[src/rtl/core/assert_macros.svh]
// Assertion helpers shared by the files that check their own logic.
// Each macro samples on the rising edge of clk and is disabled while rst_n is low.
`ifndef ASSERT_MACROS_SVH
`define ASSERT_MACROS_SVH
`ifndef SYNTH
`define STCB_ASSERT(lbl, prop, msg) \
  lbl: assert property (@(posedge clk) disable iff (!rst_n) prop) else $error(msg);
`define STCB_NEVER(lbl, cond, msg) \
  lbl: assert property (@(posedge clk) disable iff (!rst_n) !(cond)) else $error(msg);
`else
`define STCB_ASSERT(lbl, prop, msg)
`define STCB_NEVER(lbl, cond, msg)
`endif
`endif

[src/rtl/core/stcb_pkg.sv]
package stcb_pkg;

  localparam int LEVELS_DEF    = 8;
  localparam int MAX_CHARS_DEF = 6;
  localparam int GLYPH_COLS    = 5;
  localparam int SLOT_COLS     = 6;
  localparam int GLYPH_COUNT   = 36;
  // Wide enough for any buffer index over the supported parameter range.
  localparam int ADDR_W        = 8;

  localparam logic [15:0] PERIOD_RESET = 16'd500;
  localparam logic [5:0]  BLANK_GLYPH  = 6'd36;

  typedef enum logic [1:0] {
    OP_CLEAR = 2'd0,
    OP_LOAD  = 2'd1,
    OP_TICK  = 2'd2
  } op_t;

  typedef enum logic [1:0] {
    CMD_CLEAR,
    CMD_LOAD,
    CMD_WINDOW
  } cmd_kind_t;

  typedef struct packed {
    cmd_kind_t         kind;
    logic [5:0]        glyph;
    logic [ADDR_W-1:0] addr;
  } cmd_t;

  typedef enum logic [1:0] {
    BK_IDLE,
    BK_LOAD,
    BK_WINDOW
  } bk_state_t;

  // Five columns per glyph, letters A to Z first, then digits 0 to 9.
  localparam logic [7:0] FONT_COLS [GLYPH_COUNT][GLYPH_COLS] = '{
    '{8'h1C, 8'h28, 8'h48, 8'h28, 8'h1C}, '{8'h7C, 8'h54, 8'h54, 8'h54, 8'h28},
    '{8'h38, 8'h44, 8'h44, 8'h44, 8'h44}, '{8'h7C, 8'h44, 8'h44, 8'h44, 8'h38},
    '{8'h7C, 8'h54, 8'h54, 8'h44, 8'h44}, '{8'h7C, 8'h50, 8'h50, 8'h40, 8'h40},
    '{8'h38, 8'h44, 8'h44, 8'h54, 8'h5C}, '{8'h7C, 8'h10, 8'h10, 8'h10, 8'h7C},
    '{8'h44, 8'h44, 8'h7C, 8'h44, 8'h44}, '{8'h48, 8'h44, 8'h44, 8'h78, 8'h40},
    '{8'h7C, 8'h10, 8'h10, 8'h28, 8'h44}, '{8'h7C, 8'h04, 8'h04, 8'h04, 8'h04},
    '{8'h7C, 8'h20, 8'h10, 8'h20, 8'h7C}, '{8'h7C, 8'h20, 8'h10, 8'h08, 8'h7C},
    '{8'h38, 8'h44, 8'h44, 8'h44, 8'h38}, '{8'h7C, 8'h50, 8'h50, 8'h50, 8'h20},
    '{8'h38, 8'h44, 8'h54, 8'h48, 8'h34}, '{8'h7C, 8'h50, 8'h50, 8'h50, 8'h2C},
    '{8'h24, 8'h54, 8'h54, 8'h54, 8'h48}, '{8'h40, 8'h40, 8'h7C, 8'h40, 8'h40},
    '{8'h78, 8'h04, 8'h04, 8'h04, 8'h78}, '{8'h70, 8'h08, 8'h04, 8'h08, 8'h70},
    '{8'h7C, 8'h08, 8'h10, 8'h08, 8'h7C}, '{8'h44, 8'h28, 8'h10, 8'h28, 8'h44},
    '{8'h40, 8'h20, 8'h1C, 8'h20, 8'h40}, '{8'h44, 8'h4C, 8'h54, 8'h64, 8'h44},
    '{8'h38, 8'h4C, 8'h54, 8'h64, 8'h38}, '{8'h00, 8'h44, 8'h7C, 8'h04, 8'h00},
    '{8'h4C, 8'h54, 8'h54, 8'h54, 8'h24}, '{8'h44, 8'h44, 8'h54, 8'h54, 8'h28},
    '{8'h18, 8'h28, 8'h48, 8'h7C, 8'h08}, '{8'h74, 8'h54, 8'h54, 8'h54, 8'h48},
    '{8'h38, 8'h54, 8'h54, 8'h54, 8'h48}, '{8'h40, 8'h44, 8'h48, 8'h50, 8'h60},
    '{8'h28, 8'h54, 8'h54, 8'h54, 8'h28}, '{8'h24, 8'h54, 8'h54, 8'h54, 8'h38}
  };

  // Maps an ASCII code to a glyph number; anything outside A-Z and 0-9 is blank.
  function automatic logic [5:0] glyph_of(input logic [7:0] code);
    logic [5:0] g;
    g = BLANK_GLYPH;
    if (code inside {[8'h41:8'h5A]}) begin
      g = 6'(code - 8'h41);
    end else if (code inside {[8'h30:8'h39]}) begin
      g = 6'(code - 8'h30) + 6'd26;
    end
    return g;
  endfunction

  // Column of a six-column slot: five glyph columns, then a blank spacer.
  function automatic logic [7:0] font_col(input logic [5:0] glyph, input logic [2:0] col);
    logic [7:0] v;
    v = 8'h00;
    if (glyph < BLANK_GLYPH && col < 3'(GLYPH_COLS)) begin
      v = FONT_COLS[glyph][col];
    end
    return v;
  endfunction

endpackage

[src/rtl/core/stcb_front.sv]
module stcb_front import stcb_pkg::*; #(
  parameter int LEVELS    = LEVELS_DEF,
  parameter int MAX_CHARS = MAX_CHARS_DEF
) (
  input  logic        clk,
  input  logic        rst_n,
  input  logic        in_valid,
  output logic        in_stall,
  input  logic [1:0]  in_operation,
  input  logic [7:0]  in_char_code,
  input  logic        cfg_wr_en,
  input  logic [15:0] cfg_wr_data,
  input  logic        q_full,
  output logic        q_push,
  output cmd_t        q_cmd
);

  localparam int BUF_LEN = LEVELS + SLOT_COLS * MAX_CHARS;
  localparam int AW      = $clog2(BUF_LEN);
  localparam int CW      = $clog2(MAX_CHARS + 1);

  logic [15:0]   period_r;
  logic [15:0]   tick_r, tick_nxt;
  logic [AW-1:0] pos_r, pos_nxt;
  logic [CW-1:0] chars_r, chars_nxt;
  logic          accept;
  logic [15:0]   tick_inc;
  logic [AW-1:0] slot_base;

  assign in_stall  = q_full;
  assign accept    = in_valid && !q_full;
  assign tick_inc  = (tick_r == 16'hFFFF) ? tick_r : tick_r + 16'd1;
  assign slot_base = AW'(LEVELS) + AW'(chars_r) * AW'(SLOT_COLS);

  always_comb begin
    tick_nxt    = tick_r;
    pos_nxt     = pos_r;
    chars_nxt   = chars_r;
    q_push      = 1'b0;
    q_cmd.kind  = CMD_CLEAR;
    q_cmd.glyph = BLANK_GLYPH;
    q_cmd.addr  = '0;
    if (accept) begin
      case (op_t'(in_operation))
        OP_CLEAR: begin
          tick_nxt   = '0;
          pos_nxt    = '0;
          chars_nxt  = '0;
          q_push     = 1'b1;
          q_cmd.kind = CMD_CLEAR;
        end
        OP_LOAD: begin
          if (chars_r < CW'(MAX_CHARS)) begin
            chars_nxt   = chars_r + CW'(1);
            q_push      = 1'b1;
            q_cmd.kind  = CMD_LOAD;
            q_cmd.glyph = glyph_of(in_char_code);
            q_cmd.addr  = ADDR_W'(slot_base);
          end
        end
        OP_TICK: begin
          tick_nxt = tick_inc;
          if (period_r == 16'd0) begin
            q_push     = 1'b1;
            q_cmd.kind = CMD_WINDOW;
          end else if (tick_inc >= period_r) begin
            tick_nxt   = '0;
            q_push     = 1'b1;
            q_cmd.kind = CMD_WINDOW;
            q_cmd.addr = ADDR_W'(pos_r);
            pos_nxt    = (pos_r == AW'(BUF_LEN - 1)) ? '0 : pos_r + AW'(1);
          end
        end
        default: begin
        end
      endcase
    end
  end

  always_ff @(posedge clk) begin
    if (!rst_n) begin
      period_r <= PERIOD_RESET;
      tick_r   <= '0;
      pos_r    <= '0;
      chars_r  <= '0;
    end else begin
      if (cfg_wr_en) begin
        period_r <= cfg_wr_data;
      end
      tick_r  <= tick_nxt;
      pos_r   <= pos_nxt;
      chars_r <= chars_nxt;
    end
  end

endmodule

[src/rtl/core/stcb_queue.sv]
module stcb_queue import stcb_pkg::*; (
  input  logic clk,
  input  logic rst_n,
  input  logic push,
  input  cmd_t push_cmd,
  output logic full,
  output logic q_valid,
  input  logic pop,
  output cmd_t head
);

  // Two-entry command queue between the front and the back.
  cmd_t       slot_r [2];
  logic       wp_r, rp_r;
  logic [1:0] cnt_r;

  assign full    = (cnt_r == 2'd2);
  assign q_valid = (cnt_r != 2'd0);
  assign head    = slot_r[rp_r];

  always_ff @(posedge clk) begin
    if (!rst_n) begin
      wp_r  <= 1'b0;
      rp_r  <= 1'b0;
      cnt_r <= 2'd0;
    end else begin
      if (push) begin
        wp_r <= ~wp_r;
      end
      if (pop) begin
        rp_r <= ~rp_r;
      end
      case ({push, pop})
        2'b10:   cnt_r <= cnt_r + 2'd1;
        2'b01:   cnt_r <= cnt_r - 2'd1;
        default: cnt_r <= cnt_r;
      endcase
    end
  end

  always_ff @(posedge clk) begin
    if (push) begin
      slot_r[wp_r] <= push_cmd;
    end
  end

endmodule

[src/rtl/core/stcb_back.sv]
module stcb_back import stcb_pkg::*; #(
  parameter int LEVELS    = LEVELS_DEF,
  parameter int MAX_CHARS = MAX_CHARS_DEF
) (
  input  logic       clk,
  input  logic       rst_n,
  input  logic       q_valid,
  input  cmd_t       q_head,
  output logic       q_pop,
  output logic       out_valid,
  input  logic       out_stall,
  output logic [2:0] out_level,
  output logic [7:0] out_pattern,
  output logic       out_last
);

  localparam int BUF_LEN = LEVELS + SLOT_COLS * MAX_CHARS;
  localparam int AW      = $clog2(BUF_LEN);
  localparam int LW      = (LEVELS > 1) ? $clog2(LEVELS) : 1;

  logic [7:0]         mem [BUF_LEN];
  logic [BUF_LEN-1:0] vld_r;

  bk_state_t     st_r, st_nxt;
  logic [AW-1:0] addr_r, addr_nxt, addr_inc;
  logic [2:0]    col_r, col_nxt;
  logic [LW-1:0] idx_r, idx_nxt;
  logic [5:0]    glyph_r, glyph_nxt;

  logic          rd_v_r;
  logic [7:0]    rd_q_r;
  logic          rd_hit_r;
  logic [LW-1:0] rd_idx_r;

  logic          out_valid_r;
  logic [2:0]    out_level_r;
  logic [7:0]    out_pattern_r;
  logic          out_last_r;

  logic out_take, rd_move, issue, wr_en, clr;

  assign out_take = !out_valid_r || !out_stall;
  assign rd_move  = rd_v_r && out_take;
  assign addr_inc = (addr_r == AW'(BUF_LEN - 1)) ? '0 : addr_r + AW'(1);

  always_comb begin
    st_nxt = st_r;
    case (st_r)
      BK_IDLE: begin
        if (q_valid) begin
          case (q_head.kind)
            CMD_LOAD:   st_nxt = BK_LOAD;
            CMD_WINDOW: st_nxt = BK_WINDOW;
            default:    st_nxt = BK_IDLE;
          endcase
        end
      end
      BK_LOAD: begin
        if (col_r == 3'(SLOT_COLS - 1)) begin
          st_nxt = BK_IDLE;
        end
      end
      BK_WINDOW: begin
        if (issue && idx_r == LW'(LEVELS - 1)) begin
          st_nxt = BK_IDLE;
        end
      end
      default: st_nxt = BK_IDLE;
    endcase
  end

  always_comb begin
    addr_nxt  = addr_r;
    col_nxt   = col_r;
    idx_nxt   = idx_r;
    glyph_nxt = glyph_r;
    q_pop     = 1'b0;
    clr       = 1'b0;
    wr_en     = 1'b0;
    issue     = 1'b0;
    case (st_r)
      BK_IDLE: begin
        if (q_valid) begin
          q_pop     = 1'b1;
          clr       = (q_head.kind == CMD_CLEAR);
          addr_nxt  = AW'(q_head.addr);
          col_nxt   = '0;
          idx_nxt   = '0;
          glyph_nxt = q_head.glyph;
        end
      end
      BK_LOAD: begin
        wr_en    = 1'b1;
        col_nxt  = col_r + 3'd1;
        addr_nxt = addr_r + AW'(1);
      end
      BK_WINDOW: begin
        if (!rd_v_r || out_take) begin
          issue    = 1'b1;
          idx_nxt  = idx_r + LW'(1);
          addr_nxt = addr_inc;
        end
      end
      default: begin
      end
    endcase
  end

  always_ff @(posedge clk) begin
    if (!rst_n) begin
      st_r        <= BK_IDLE;
      vld_r       <= '0;
      rd_v_r      <= 1'b0;
      out_valid_r <= 1'b0;
    end else begin
      st_r <= st_nxt;
      if (clr) begin
        vld_r <= '0;
      end else if (wr_en) begin
        vld_r[addr_r] <= 1'b1;
      end
      if (issue) begin
        rd_v_r <= 1'b1;
      end else if (rd_move) begin
        rd_v_r <= 1'b0;
      end
      if (rd_move) begin
        out_valid_r <= 1'b1;
      end else if (!out_stall) begin
        out_valid_r <= 1'b0;
      end
    end
  end

  always_ff @(posedge clk) begin
    if (wr_en) begin
      mem[addr_r] <= font_col(glyph_r, col_r);
    end
    if (issue) begin
      rd_q_r <= mem[addr_r];
    end
  end

  always_ff @(posedge clk) begin
    addr_r  <= addr_nxt;
    col_r   <= col_nxt;
    idx_r   <= idx_nxt;
    glyph_r <= glyph_nxt;
    if (issue) begin
      rd_hit_r <= vld_r[addr_r];
      rd_idx_r <= idx_r;
    end
    if (rd_move) begin
      out_level_r   <= 3'(rd_idx_r);
      out_pattern_r <= rd_hit_r ? rd_q_r : 8'h00;
      out_last_r    <= (rd_idx_r == LW'(LEVELS - 1));
    end
  end

  assign out_valid   = out_valid_r;
  assign out_level   = out_level_r;
  assign out_pattern = out_pattern_r;
  assign out_last    = out_last_r;

endmodule

[src/rtl/core/scrolling_text_column_buffer_unit.sv]
// A window's first column goes through the command queue, the back end's state
// register, the read stage and the output register after its tick item is taken.
// Through the back end's single memory port, a window streams LEVELS columns,
// one a cycle while out_stall is low, and a load writes its six columns, one a cycle.
// Reset (rst_n low at a clock edge) empties the buffer at once through per-column
// valid bits, zeroes the counters and sets the scroll period to 500 ticks.
`include "assert_macros.svh"

module scrolling_text_column_buffer_unit import stcb_pkg::*; #(
  parameter int LEVELS    = LEVELS_DEF,
  parameter int MAX_CHARS = MAX_CHARS_DEF
) (
  input  logic        clk,
  input  logic        rst_n,
  input  logic        in_valid,
  output logic        in_stall,
  input  logic [1:0]  in_operation,
  input  logic [7:0]  in_char_code,
  input  logic        cfg_wr_en,
  input  logic [15:0] cfg_wr_data,
  output logic        out_valid,
  input  logic        out_stall,
  output logic [2:0]  out_level,
  output logic [7:0]  out_pattern,
  output logic        out_last
);

  // The front end takes items unless the queue is full, keeps the tick counter,
  // the scroll position, the character count and the scroll period, and turns
  // each item into at most one command: clear, load a glyph at a slot address,
  // or show a window at a start address. Items that do nothing (a load into a
  // full buffer, a tick below the period, the unused op code) leave no command.
  logic q_push, q_full, q_valid, q_pop;
  cmd_t q_cmd, q_head;

  stcb_front #(
    .LEVELS   (LEVELS),
    .MAX_CHARS(MAX_CHARS)
  ) u_front (
    .clk         (clk),
    .rst_n       (rst_n),
    .in_valid    (in_valid),
    .in_stall    (in_stall),
    .in_operation(in_operation),
    .in_char_code(in_char_code),
    .cfg_wr_en   (cfg_wr_en),
    .cfg_wr_data (cfg_wr_data),
    .q_full      (q_full),
    .q_push      (q_push),
    .q_cmd       (q_cmd)
  );

  // A short queue lets the front keep taking items while the back streams a window
  // into a stalled output.
  stcb_queue u_queue (
    .clk     (clk),
    .rst_n   (rst_n),
    .push    (q_push),
    .push_cmd(q_cmd),
    .full    (q_full),
    .q_valid (q_valid),
    .pop     (q_pop),
    .head    (q_head)
  );

  // The back end owns the column memory. It runs commands in order: a clear drops
  // all valid bits, a load writes one column per cycle, a window reads one column
  // per cycle, unless out_stall holds it, through the read and output registers.
  stcb_back #(
    .LEVELS   (LEVELS),
    .MAX_CHARS(MAX_CHARS)
  ) u_back (
    .clk        (clk),
    .rst_n      (rst_n),
    .q_valid    (q_valid),
    .q_head     (q_head),
    .q_pop      (q_pop),
    .out_valid  (out_valid),
    .out_stall  (out_stall),
    .out_level  (out_level),
    .out_pattern(out_pattern),
    .out_last   (out_last)
  );

  // The front never pushes into a full queue, and the back never pops an empty one.
  `STCB_NEVER(a_no_push_full, q_push && q_full, "command pushed into a full queue")
  `STCB_NEVER(a_no_pop_empty, q_pop && !q_valid, "command popped from an empty queue")
  // The closing column of a window always sits on the top level.
  `STCB_ASSERT(a_last_level, out_valid && out_last |-> out_level == 3'(LEVELS - 1), "bad last level")

endmodule
[config.mk]
export PLATFORM = sky130hd
export DESIGN_NAME = scrolling_text_column_buffer_unit
export DESIGN_NICKNAME = d
export VERILOG_FILES = /design/src/rtl/core/stcb_pkg.sv /design/src/rtl/core/stcb_front.sv /design/src/rtl/core/stcb_queue.sv /design/src/rtl/core/stcb_back.sv /design/src/rtl/core/scrolling_text_column_buffer_unit.sv
export VERILOG_INCLUDE_DIRS = /design/src /design/src/rtl/core
export SDC_FILE = /design/constraint.sdc
export NUM_CORES = 1
export LEC_CHECK = 0
export ABC_AREA = 1
export BUFFER_PORTS_ARGS = -buffer_cell sky130_fd_sc_hd__buf_2
export CORE_UTILIZATION = 44
export CTS_BUF_LIST = sky130_fd_sc_hd__clkbuf_4
export DETAILED_ROUTE_END_ITERATION = 12
export PLACE_DENSITY = 0.57
export SYNTH_ARGS = -nofsm -noshare
export SYNTH_HDL_FRONTEND = slang
export SYNTH_HIERARCHICAL = 1
export SYNTH_SLANG_ARGS = --single-unit
export TNS_END_PERCENT = 10
[constraint.sdc]
create_clock -name clk -period 4.52 [get_ports clk]
set_input_delay 0 -clock clk [delete_from_list [all_inputs] [get_ports clk]]
set_output_delay 0 -clock clk [all_outputs]
set_load 0.05 [all_outputs]
# ---- Word level (Yosys, flattened, before mapping)
# Memories as Yosys holds them, arrays and structs flattened. A register that Yosys moved wholly into a read port is not among the register bits.
# Index checks and enable logic that the tools add are counted.
dict set report totals {
  mem_count 3
  mem_bits_rw 384
  mem_bits_ro 2560
  regBits 127
}
# name words word_bits read_ports rd_ports_with_merged_regs wr line_no
set memory_table {}
lappend memory_table {{(no name shown)} 64 40 1 0 0 stcb_pkg.sv:77} ;# v = FONT_COLS[glyph][col];
lappend memory_table {u_back.mem 44 8 1 1 1 stcb_back.sv:21} ;# logic [7:0] mem [BUF_LEN];
lappend memory_table {u_queue.slot_r 2 16 1 1 1 stcb_queue.sv:13} ;# cmd_t slot_r [2];
dict set report op_classes {
  n_bitwise 6
  n_eq_ne 23
  n_reduce_logical 34
  muxes 68
  mul 1
  magnitude_cmp 12
  add_sub_neg 12
}
# op count
set ops {}
lappend ops {{40-bit two-way mux} 2}
lappend ops {{16-bit two-way mux} 4}
lappend ops {{6-bit two-way mux} 10}
lappend ops {{44-bit bitwise OR} 1}
lappend ops {{8-bit two-way mux} 5}
lappend ops {{16-bit case mux with 2 select lines} 1}
lappend ops {{8-bit binary-select mux with 3-bit select} 1}
lappend ops {{1-bit two-way mux} 23}
lappend ops {{3-bit case mux with 2 select lines} 3}
lappend ops {{6-bit case mux with 3 select lines} 1}
lappend ops {{16-bit by 1-bit adder with 16-bit output (second input constant)} 1}
lappend ops {{16-bit equality test (second input constant)} 1}
lappend ops {{16-bit greater-or-equal comparator} 1}
lappend ops {{16-bit zero test} 1}
lappend ops {{8-bit case mux with 2 select lines} 1}
lappend ops {{15-bit two-way mux} 1}
lappend ops {{2-bit nonzero test} 7}
lappend ops {{6-bit by 1-bit adder with 6-bit output (second input constant)} 2}
lappend ops {{6-bit equality test (second input constant)} 2}
lappend ops {{2-bit by 1-bit != test with 1-bit output (second input constant)} 6}
lappend ops {{2-bit case mux with 2 select lines} 3}
lappend ops {{6-bit case mux with 2 select lines} 1}
lappend ops {{3-bit AND reduction} 4}
lappend ops {{2-bit equality test (second input constant)} 5}
lappend ops {{other kinds (38)} 69}

# ---- Depth between registers and ports, before layout
# Gate-level depths: netlist (run 1).
dict set report depth {
  depth_word 9
  ltp_mapped 27
  depth_no_buf 27
}

# ---- Hierarchy
# The synthesis (run 1) kept the hierarchy.
# module cells_per_inst seq_area_each_um2 n_inst area_each_um2
set modules_own_cells {}
lappend modules_own_cells {stcb_back 1295 8648.3 1 13216.4}
lappend modules_own_cells {stcb_front 502 820.8 1 3248.1}
lappend modules_own_cells {stcb_queue 85 1061.0 1 1436.4}

# ---- Worst setup path before layout (run 1)
# No wires, ideal clock.
dict set report synth_path {
  kind {register -> register}
  startpoint {reg u_front.tick_r[0]}
  endpoint {mem u_queue/slot_r[0][0] in the netlist's numbering (enable)}
  required_ns 4.132
  path_buffers 0
  setup_time_ns 0.388
  path_slack_ns 1.121
  path_stages_with_launch 20
  arrival_time_ns 3.011
  period_less_slack_ns 3.399
  cell_sequence {dfxtp_1 > ha_1 > nand2_1 > inv_1 > nand3b_4 > nor2_8 > nand2_1 > o21ai_0 > inv_1 > ha_1 > nand2_1 > inv_1 > nand2_1 > a21oi_1 > nor2_1 > nand3_1 > a21oi_1 > a21oi_1 > inv_1 > nor2_1}
}
dict set report synth_via {
  elab_chain_cells 9
  elab_cells_between_ends 10
  cone_classes {add/sub (1); order compare (1); eq/ne (1); mux (7)}
}
# element line_no
set synth_rtl {}
lappend synth_rtl {{start, declared} stcb_front.sv:23} ;# logic [15:0] tick_r, tick_nxt;
lappend synth_rtl {{start signal, assigned} stcb_front.sv:90} ;# tick_r <= tick_nxt;
lappend synth_rtl {{16-bit by 1-bit adder with 16-bit output or 16-bit equality test (tied branches)} stcb_front.sv:32} ;# assign tick_inc = (tick_r == 16'hFFFF) ? tick_r : tick_r + 16'd1;
lappend synth_rtl {{16-bit two-way mux *} stcb_front.sv:32}
lappend synth_rtl {{16-bit greater-or-equal comparator *} stcb_front.sv:66} ;# end else if (tick_inc >= period_r) begin
lappend synth_rtl {{1-bit two-way mux *} stcb_front.sv:66}
lappend synth_rtl {{1-bit two-way mux *} stcb_front.sv:63} ;# if (period_r == 16'd0) begin
lappend synth_rtl {{1-bit case mux with 3 select lines *} stcb_front.sv:44} ;# case (op_t'(in_operation))
lappend synth_rtl {{1-bit two-way mux *} stcb_front.sv:43} ;# if (accept) begin
lappend synth_rtl {{named net q_push} scrolling_text_column_buffer_unit.sv:33} ;# logic q_push, q_full, q_valid, q_pop;
lappend synth_rtl {{1-bit two-way mux *} stcb_queue.sv:42} ;# if (push) begin
lappend synth_rtl {{1-bit two-way mux (implied by the code) *} stcb_queue.sv:43} ;# slot_r[wp_r] <= push_cmd;
lappend synth_rtl {{end, declared} stcb_queue.sv:13}
# Mark *: on every way through the listed nets, which the timed path passes. The rest lies on a longest branch.

# ---- Final worst setup path (run 1)
dict set report layout_path {
  startpoint {reg u_front.tick_r[0]}
  endpoint {mem u_queue/slot_r[1][11] in the netlist's numbering (enable)}
}
# Same word-level chain as after synthesis.

==> results.sh, run 1 <==
export IMPL_status="complete, no violations"
export IMPL_place_hpwl_mm=29.12
export IMPL_p_leak_uw=0.008330
export IMPL_relSlewSlack_pct=34.04
export IMPL_share_comb_of_total_power_pct=31.0
export IMPL_ctsResizeCount=0
export IMPL_holdCritPathClass="in -> reg"
export IMPL_io_pin_count=45
export IMPL_mostFrequentLayoutCell="nand2_1"
export IMPL_hold_violations=0
export IMPL_avgSynthCellArea_sq_um=9.467
export IMPL_clkPwrFrac_pct=27.7
export IMPL_startpoint_type="flop"
export IMPL_cts_tree="yes"
export IMPL_io_buffer_count=41
export IMPL_fin_skew_ps=79.59
export IMPL_clock_latency_ps=810
export IMPL_cts_buffers=100
export IMPL_antenna_found_initial=2
export IMPL_seq_power_share_pct=41.3
export IMPL_start_util_pct=44.63
export IMPL_period_minus_slack_ps=3548
export IMPL_clock_root_buffer="clkbuf_4"
export IMPL_crit_top_cell="nand2_1"
export IMPL_drive_gt1_share_pct=12.32
export IMPL_cts_num_sinks=378
export IMPL_ys_warn_count=6
export IMPL_vias=13840
export IMPL_fin_crit_sh_pct=78.49
export IMPL_placed_area_sq_um=18360
export IMPL_finish_instance_area_sq_um=20620
export IMPL_crit_family="simple AND/OR/NAND/NOR gates"
export IMPL_viasPerCell=5.199
export IMPL_num_rows=73
export IMPL_cts_path_max_buffers=3
export IMPL_slew_violations=0
export IMPL_cpMaxStageDelayCell="dfxtp_1"
export IMPL_path_class="reg -> reg"
export IMPL_area_growth_pct=16.26
export IMPL_crit_fanout=14
export IMPL_setup_viol=0
export IMPL_power_internal_uw=6909
export IMPL_drc=0
export IMPL_rsz0062_at_grt="false"
export IMPL_fin_nets=2131
export IMPL_die_x_um=202.8
export IMPL_grt_start_max_net_pins=45
export IMPL_path_buf_inv=4
export IMPL_ant_nets=0
export IMPL_drt_iter0_drc=928
export IMPL_cap_viol_max_count=0
export IMPL_p_sw_uw=4175
export IMPL_critPathCaptureType="flop"
export IMPL_postCtsSetupBuffers=0
export IMPL_fmax_mhz=281.9
export IMPL_wl_per_cell_um=17.55
export IMPL_crit_chain="ha_1, nand2_1, inv_1, nand3b_4, nor2_8, nand2_1, o21ai_0, inv_1, ha_1, nand2_1, inv_1, nand3_1, nor2_1, nand2_1, nand3_1, a21oi_1, a21oi_1, nand2_1, inv_1"
export IMPL_slowest_delay_ps=460
export IMPL_core_area_sq_um=39730
export IMPL_grtUsageTotal_pct=22.86
export IMPL_tns_ps=0
export IMPL_overflow=0
export IMPL_p_sw_share_pct=37.67
export IMPL_routed_wl_mm=46.73
export IMPL_path_clk_slew_ps=60
export IMPL_grt_pass1_wl_mm=73.06
export IMPL_tightest_slew_ps=981.8
export IMPL_worstPathRequired_ps=4920
export IMPL_dr_pass1_iters=5
export IMPL_h_tree_depth=3
export IMPL_crit_arrival_ps=3950
export IMPL_die_area_sq_um=41110
export IMPL_final_cell_mix="nand2_1 (460), edfxtp_1 (284), nor2_1 (266)"
export IMPL_p_per_area_nw_per_um2=537.6
export IMPL_netlist_instances=1873
export IMPL_die_y_um=202.8
export IMPL_syn_cell_area_sq_um=17730
export IMPL_grt_pass1_vias=13490
export IMPL_ir_drop_v=0.0003252
export IMPL_gp_congestion=0.9021
power groups by stage:
stage	combinational, uW	clock (uW)	sequential, uW
finish	3440	3070	4570
global placement	3350	0	4640
floorplan	2380	0	4500
detailed placement	3340	0	4640
global route	3790	3350	4600
CTS	3420	3170	4570
metrics by stage:
stage	instances	hold slack, ps	utilization (%)	total power, uW	setup slack [ps]
floorplan	1875	120.2	-	6883	1195
global placement	2381	221.4	46.22	7986	1056
detailed placement	2381	222.9	46.22	7984	1023
CTS	2660	40.64	51.88	11160	999.6
global route	2662	90.96	51.89	11740	567.2
finish	2662	113.1	51.89	11080	972.2
cell type report:
cell class	instances	area (sq um)
fill	3749	19120
sequential	378	10410
multi-input combinational	1249	6340
timing repair buffer	143	1196
clock buffer	151	1134
inverter	176	660.6
tap	525	656.9
clock inverter	38	214.0
antenna	2	5.005
state kept, by name, indices dropped and copies added, names as in the netlist, 5 cells and up, named ones only:
name,cells
u_queue/slot_r,28
u_front/period_r,16
u_front/pos_r,6
u_back/mem,220
u_back/out_pattern,5
u_back/addr_r,6
u_back/vld_r,44
u_back/glyph_r,6
u_back/rd_q_r,5
u_front/tick_r,16
timing repair:
| action | CTS | global route |
|---|---|---|
| setup endpoints to repair | 0 | 0 |
| endpoints found under the hold margin | 99 | 0 |
| hold buffers | 90 | 0 |
tightest hold or removal path: cells and delay by family:
kind / cells / cell delay [ps]
compound gates: 1 / 160
buf+inv: 2 / 710
per-layer routing:
metal	global-route usage, %	up-vias	wire length, um
met2	37.78	397	22210
li1	-	6780	-
met1	29.91	6591	20890
met4	8.539	0	1065
met3	4.173	73	2566
met5	0	-	0
worst paths after layout:
| path | start | cells after the start | end | slack, ps |
|---|---|---|---|---|
| worst min register to register | u_back/rd_idx_r[1] | 0 | u_back/out_level[1] | 450 |
| worst min-delay path | cfg_wr_en | 3 | u_front/period_r[6] | 110 |
| worst max-delay path | u_front/tick_r[0] | 19 | u_queue/slot_r[1][11] | 970 |
| worst max register to register | u_front/tick_r[0] | 19 | u_queue/slot_r[1][11] | 970 |
Note: power is estimated with default switching activity, not from simulation.
==> run 2: changes to the inputs <==
==> constraint.sdc (replaced) <==
create_clock -name clk -period 3.7 [get_ports clk]
set_input_delay 0 -clock clk [delete_from_list [all_inputs] [get_ports clk]]
set_output_delay 0 -clock clk [all_outputs]
set_load 0.05 [all_outputs]
==> run 2 against run 1 <==
First-iteration DRC count grew 0.65%. Total power grew 23%. Combinational power grew 28%. Worst setup slack lost 550 ps. Cell area grew 0.75%. Clock skew shrank 8.7 ps. Non-clock buffer count grew 16. Final cell count grew 0.38%. Sequential power grew 21%. Clock power grew 22%. Core utilization grew 0.39 points. Worst hold slack gained 6.7 ps.
==> results.sh, run 2 (synthesis results as in run 1) <==
export IMPL_status="complete, no violations"
export IMPL_dp_slack_ps=250.8
export IMPL_critPathCaptureType="flop"
export IMPL_setup_viol=0
export IMPL_mostFrequentLayoutCell="nand2_1"
export IMPL_reg_largest_list="u_back/mem: 220 flops, u_back/vld_r: 44 flops, u_queue/slot_r: 28 flops"
export IMPL_die_area_sq_um=41110
export IMPL_drt_iter0_drc=934
export IMPL_reg2regPathDepth=21
export IMPL_die_y_um=202.8
export IMPL_grt_pass1_vias=13820
export IMPL_cts_path_max_buffers=3
export IMPL_dr_pass1_iters=5
export IMPL_drive_gt1_share_pct=13.25
export IMPL_layout_cells_non_filler=2672
export IMPL_io_buffer_count=41
export IMPL_p_per_area_nw_per_um2=657.3
export IMPL_area_growth_pct=17.13
export IMPL_grt_pass1_wl_mm=74.43
export IMPL_fin_ws_ps=424.4
export IMPL_crit_path_end="u_queue/cnt_r[1]"
export IMPL_clock_root_buffer="clkbuf_4"
export IMPL_hold_ws_ps=119.8
export IMPL_ant_nets=0
export IMPL_top_register="u_back/mem"
export IMPL_rrSetupSlack_ps=420
export IMPL_fin_crit_sh_pct=88.53
export IMPL_overflow=0
export IMPL_startpoint_type="flop"
export IMPL_fmax_mhz=305.3
export IMPL_grt_start_max_net_pins=45
export IMPL_relSlewSlack_pct=27.70
export IMPL_start_util_pct=44.63
export IMPL_tightest_slew_ps=1082
export IMPL_holdCritPathClass="in -> reg"
export IMPL_routed_wl_mm=46.97
export IMPL_finalCoreUtilization_pct=52.28
export IMPL_rr_startpoint="u_front/tick_r[6]"
export IMPL_fin_nets=2146
export IMPL_setup_worst_path_start="u_front/tick_r[6]"
export IMPL_antenna_found_initial=2
export IMPL_timing_rr_end="u_queue/cnt_r[1]"
export IMPL_place_inst=2397
export IMPL_largest_reg_flops=220
export IMPL_cap_viol_max_count=0
export IMPL_io_pin_count=45
export IMPL_cts_buffers=98
export IMPL_p_total_uw=13650
export IMPL_hold_violations=0
export IMPL_worstPathRequired_ps=4410
export IMPL_vias=13920
export IMPL_core_area_sq_um=39730
export IMPL_drc=0
export IMPL_die_x_um=202.8
export IMPL_place_hpwl_mm=29.49
export IMPL_period_minus_slack_ps=3276
export IMPL_num_rows=73
export IMPL_crit_arrival_ps=3980
export IMPL_crit_fanout=5
export IMPL_gp_congestion=0.8922
export IMPL_ir_drop_v=0.0002878
export IMPL_wl_per_cell_um=17.58
export IMPL_fin_skew_ps=70.90
export IMPL_h_tree_depth=3
export IMPL_path_class="reg -> reg"
export IMPL_grtUsageTotal_pct=23.24
export IMPL_cts_tree="yes"
export IMPL_viasPerCell=5.209
export IMPL_p_leak_uw=0.008404
export IMPL_clock_latency_ps=790
export IMPL_cts_num_sinks=378
export IMPL_path_clk_slew_ps=80
export IMPL_final_cell_mix="nand2_1 (460), edfxtp_1 (284), nor2_1 (265)"
export IMPL_slew_violations=0
## run 2: routing by layer
layer	track usage (%)	share of wire, %
met4	8.969	2.7
met3	4.462	6.3
met2	37.45	47
met1	30.98	44
met5	0	0
## run 2: final cells by class
class | count | area [sq um]
antenna | 3 | 7.507
clock buffer | 157 | 1179
clock inverter | 24 | 160.2
fill | 3651 | 18960
inverter | 176 | 660.6
multi-input combinational | 1250 | 6356
sequential | 378 | 10410
tap | 525 | 656.9
timing repair buffer | 159 | 1339
## run 2: how the worst min path moves through the flow
stage                        start             endpoint  slack (ps)  cells after the start
finish                   cfg_wr_en  u_front/period_r[6]         120                      3
global route             cfg_wr_en  u_front/period_r[5]          90                      3
CTS                      cfg_wr_en  u_front/period_r[6]          30                      3
detailed placement  cfg_wr_data[4]  u_front/period_r[4]         220                      3
global placement    cfg_wr_data[4]  u_front/period_r[4]         220                      3
floorplan                cfg_wr_en  u_front/period_r[2]         120                      2
## run 2: timing repair
item                       4_1_cts  5_1_grt
setup endpoints to repair        0       32
hold endpoints to repair        96        0
hold buffers                    89        0
buffers inserted                 0        1
gates resized for setup          0        4
## run 2: critical path, stage by stage, from the launching register on
cell and delay (ps):
dfxtp_1 420, nand2_1 100, nor2_1 200, nand2_1 90, nor2_1 150, nand2_1 90, o21ai_1 120, nand3_1 100
ha_1 320, a21oi_1 150, o21ai_0 120, nor2_2 200, nand3_1 130, a21oi_1 190, a21oi_2 90, inv_1 90
ha_1 250, inv_1 80, nand2_1 50, nor2_1 100, nor2_1 50, nor2_1 90
## run 2: power breakdown
group | switching (uW) | total [uW] | leakage [uW] | internal (uW)
sequential | 286 | 5520 | 0.00337 | 5230
clock | 1690 | 3750 | 0.000788 | 2060
combinational | 3110 | 4390 | 0.00425 | 1270
total | 5090 | 13700 | 0.00840 | 8560
## run 2: metrics by stage
step | TNS (ps) | cell area [sq um]
2_1_floorplan | 0 | 17740
3_3_place_gp | 0 | 18510
3_5_place_dp | 0 | 18510
4_1_cts | 0 | 20740
5_1_grt | -6.519 | 20770
6_report | 0 | 20770
==> run 3: changes to the inputs <==
--- a/config.mk
+++ b/config.mk
@@ -8,10 +8,12 @@
 export LEC_CHECK = 0
 export ABC_AREA = 1
 export BUFFER_PORTS_ARGS = -buffer_cell sky130_fd_sc_hd__buf_2
+export CORE_ASPECT_RATIO = 0.5
 export CORE_UTILIZATION = 44
 export CTS_BUF_LIST = sky130_fd_sc_hd__clkbuf_4
 export DETAILED_ROUTE_END_ITERATION = 12
 export PLACE_DENSITY = 0.57
+export SETUP_SLACK_MARGIN = 0.5
 export SYNTH_ARGS = -nofsm -noshare
 export SYNTH_HDL_FRONTEND = slang
 export SYNTH_HIERARCHICAL = 1
==> run 3 against run 2 <==
Worst hold slack gained 19 ps. Register-to-register slack improved by 190 ps. Global-route usage increased by 0.32 points. Die area rose by 0.12%. Clock-buffer cell count shrank 13. Worst setup slack gained 83 ps. Wire length is 1.8% higher. Clock power is 5.6% lower. Non-clock buffer count up 21. First-iteration DRC count rose by 25%. Combinational power grew 3%. Cell area up 0.54%. Critical path type is now in -> reg.
==> results.sh, run 3 (synthesis results as in run 1) <==
export IMPL_overflow=0
export IMPL_fin_ws_ps=507.4
export IMPL_gp_congestion=0.9137
export IMPL_clock_latency_ps=790
export IMPL_holdCritPathClass="in -> reg"
export IMPL_hold_violations=0
export IMPL_final_cell_mix="nand2_1 (459), edfxtp_1 (284), nor2_1 (262)"
export IMPL_drive_gt1_share_pct=14.63
export IMPL_slew_violations=0
export IMPL_place_hpwl_mm=29.28
export IMPL_fmax_mhz=313.2
export IMPL_die_y_um=144.0
export IMPL_cts_num_sinks=378
export IMPL_io_buffer_count=41
export IMPL_setup_viol=0
export IMPL_period_minus_slack_ps=3193
export IMPL_die_x_um=285.9
export IMPL_cap_viol_max_count=0
export IMPL_fin_crit_sh_pct=86.29
export IMPL_critPathCaptureType="flop"
export IMPL_top_register="u_back/mem"
export IMPL_crit_fanout=4
export IMPL_reg2regPathDepth=16
export IMPL_min_from="cfg_wr_en"
export IMPL_dp_slack_ps=270.7
export IMPL_start_util_pct=45.11
export IMPL_crit_arrival_ps=3710
export IMPL_cts_tree="yes"
export IMPL_reg_largest_list="u_back/mem: 220 flops, u_back/vld_r: 44 flops, u_queue/slot_r: 28 flops"
export IMPL_cts_path_max_buffers=3
export IMPL_drc=0
export IMPL_core_area_sq_um=39310
export IMPL_timing_rr_end="u_queue/slot_r[0][0]"
export IMPL_routed_wl_mm=47.83
export IMPL_ir_drop_v=0.0002904
export IMPL_io_pin_count=45
export IMPL_h_tree_depth=3
export IMPL_whs_path_depth=3
export IMPL_grt_pass1_vias=13620
export IMPL_fin_nets=2157
export IMPL_min_to="u_front/period_r[5]"
export IMPL_worstPathRequired_ps=4220
export IMPL_path_clk_slew_ps=70
export IMPL_rr_startpoint="u_front/tick_r[0]"
export IMPL_clock_root_buffer="clkbuf_4"
export IMPL_grt_start_max_net_pins=45
export IMPL_tns_ps=0
export IMPL_relSlewSlack_pct=35.04
export IMPL_p_total_uw=13570
export IMPL_num_rows=51
export IMPL_die_area_sq_um=41160
export IMPL_rsz0062_at_grt="true"
export IMPL_antenna_found_initial=1
export IMPL_wl_per_cell_um=17.87
export IMPL_path_class="in -> reg"
export IMPL_ant_nets=0
export IMPL_status="complete, no violations"
export IMPL_p_per_area_nw_per_um2=649.8
export IMPL_fin_skew_ps=56.46
export IMPL_tightest_slew_ps=974.3
export IMPL_p_leak_uw=0.008442
export IMPL_grtUsageTotal_pct=23.56
export IMPL_viasPerCell=5.255
export IMPL_dr_pass1_iters=6
export IMPL_cts_buffers=88
export IMPL_drt_iter0_drc=1168
export IMPL_mostFrequentLayoutCell="nand2_1"
export IMPL_rrSetupSlack_ps=610
export IMPL_grt_pass1_wl_mm=74.61
export IMPL_area_growth_pct=17.76
export IMPL_largest_reg_flops=220
export IMPL_startpoint_type="primary input"
export IMPL_finalCoreUtilization_pct=53.12
export IMPL_vias=14070
==> run 3: cell count changes in the layout (fill, tap and decap cells not counted), moves of 4 or more <==
cell / previous run / this run
inv_2: 11 / 15
dfxtp_2: 1 / 6
inv_1: 161 / 157
clkbuf_4: 157 / 144
buf_4: 27 / 44
dfxtp_1: 93 / 87
clkinv_1: 22 / 12
==> run 3: metal layers <==
layer	GRT usage (%)	wire length (um)
met1	32.56	21830
met2	37.43	21600
met3	4.714	3510
met4	7.374	894
met5	0	0
==> run 3: worst max-delay path, stage by stage <==
cell,delay [ps]
dlygate4sd3_1,560
buf_2,140
nor2_1,120
dlygate4sd3_1,560
nand3_1,80
dlygate4sd3_1,560
a31oi_1,140
dlygate4sd3_1,610
inv_1,90
o21ai_0,160
nand3_1,90
dlygate4sd3_1,590
==> run 3: how the worst max path moves through the flow <==
| stage | startpoint | end | slack, ps | depth (start not counted) |
|---|---|---|---|---|
| 3_3_place_gp | u_front/tick_r[0] | u_queue/cnt_r[1] | 380 | 24 |
| 6_report | in_char_code[6] | u_queue/slot_r[0][13] | 510 | 12 |
| 4_1_cts | u_front/tick_r[0] | u_queue/cnt_r[1] | 500 | 23 |
| 2_1_floorplan | u_front/tick_r[0] | u_queue/slot_r[0][0] | 390 | 19 |
| 5_1_grt | u_front/tick_r[0] | u_queue/cnt_r[1] | 400 | 26 |
| 3_5_place_dp | u_front/tick_r[0] | u_queue/cnt_r[1] | 270 | 21 |
==> run 3: cell type report <==
type / count / area [sq um]
Fill cell: 3636 / 18430
Sequential cell: 378 / 10420
Inverter: 176 / 664.4
Tap cell: 530 / 663.1
Antenna cell: 1 / 2.502
Clock buffer: 144 / 1081
Multi-Input combinational cell: 1250 / 6407
Timing Repair Buffer: 180 / 1518
Clock inverter: 18 / 123.9
==> run 3: power breakdown <==
group | internal, uW | leakage, uW | switching [uW] | total, uW
clock | 1840 | 0.000724 | 1700 | 3540
sequential | 5230 | 0.00337 | 265 | 5490
combinational | 1330 | 0.00435 | 3200 | 4530
==> run 3: what timing repair did <==
action                     4_1_cts  5_1_grt
setup endpoints to repair       36      114
pin swaps                        4        4
cloned                           1        0
hold endpoints to repair        97        0
hold buffers                    91        0
gates resized for setup          8       21
buffers inserted                 6        9
==> run 3: metrics by stage <==
step	hold WS [ps]	instances	cell area [sq um]
3_5_place_dp	236.4	2407	18550
3_3_place_gp	231.5	2407	18550
2_1_floorplan	120.2	1875	17740
5_1_grt	126.5	2677	20880
6_report	138.5	2677	20880
4_1_cts	35.85	2667	20750
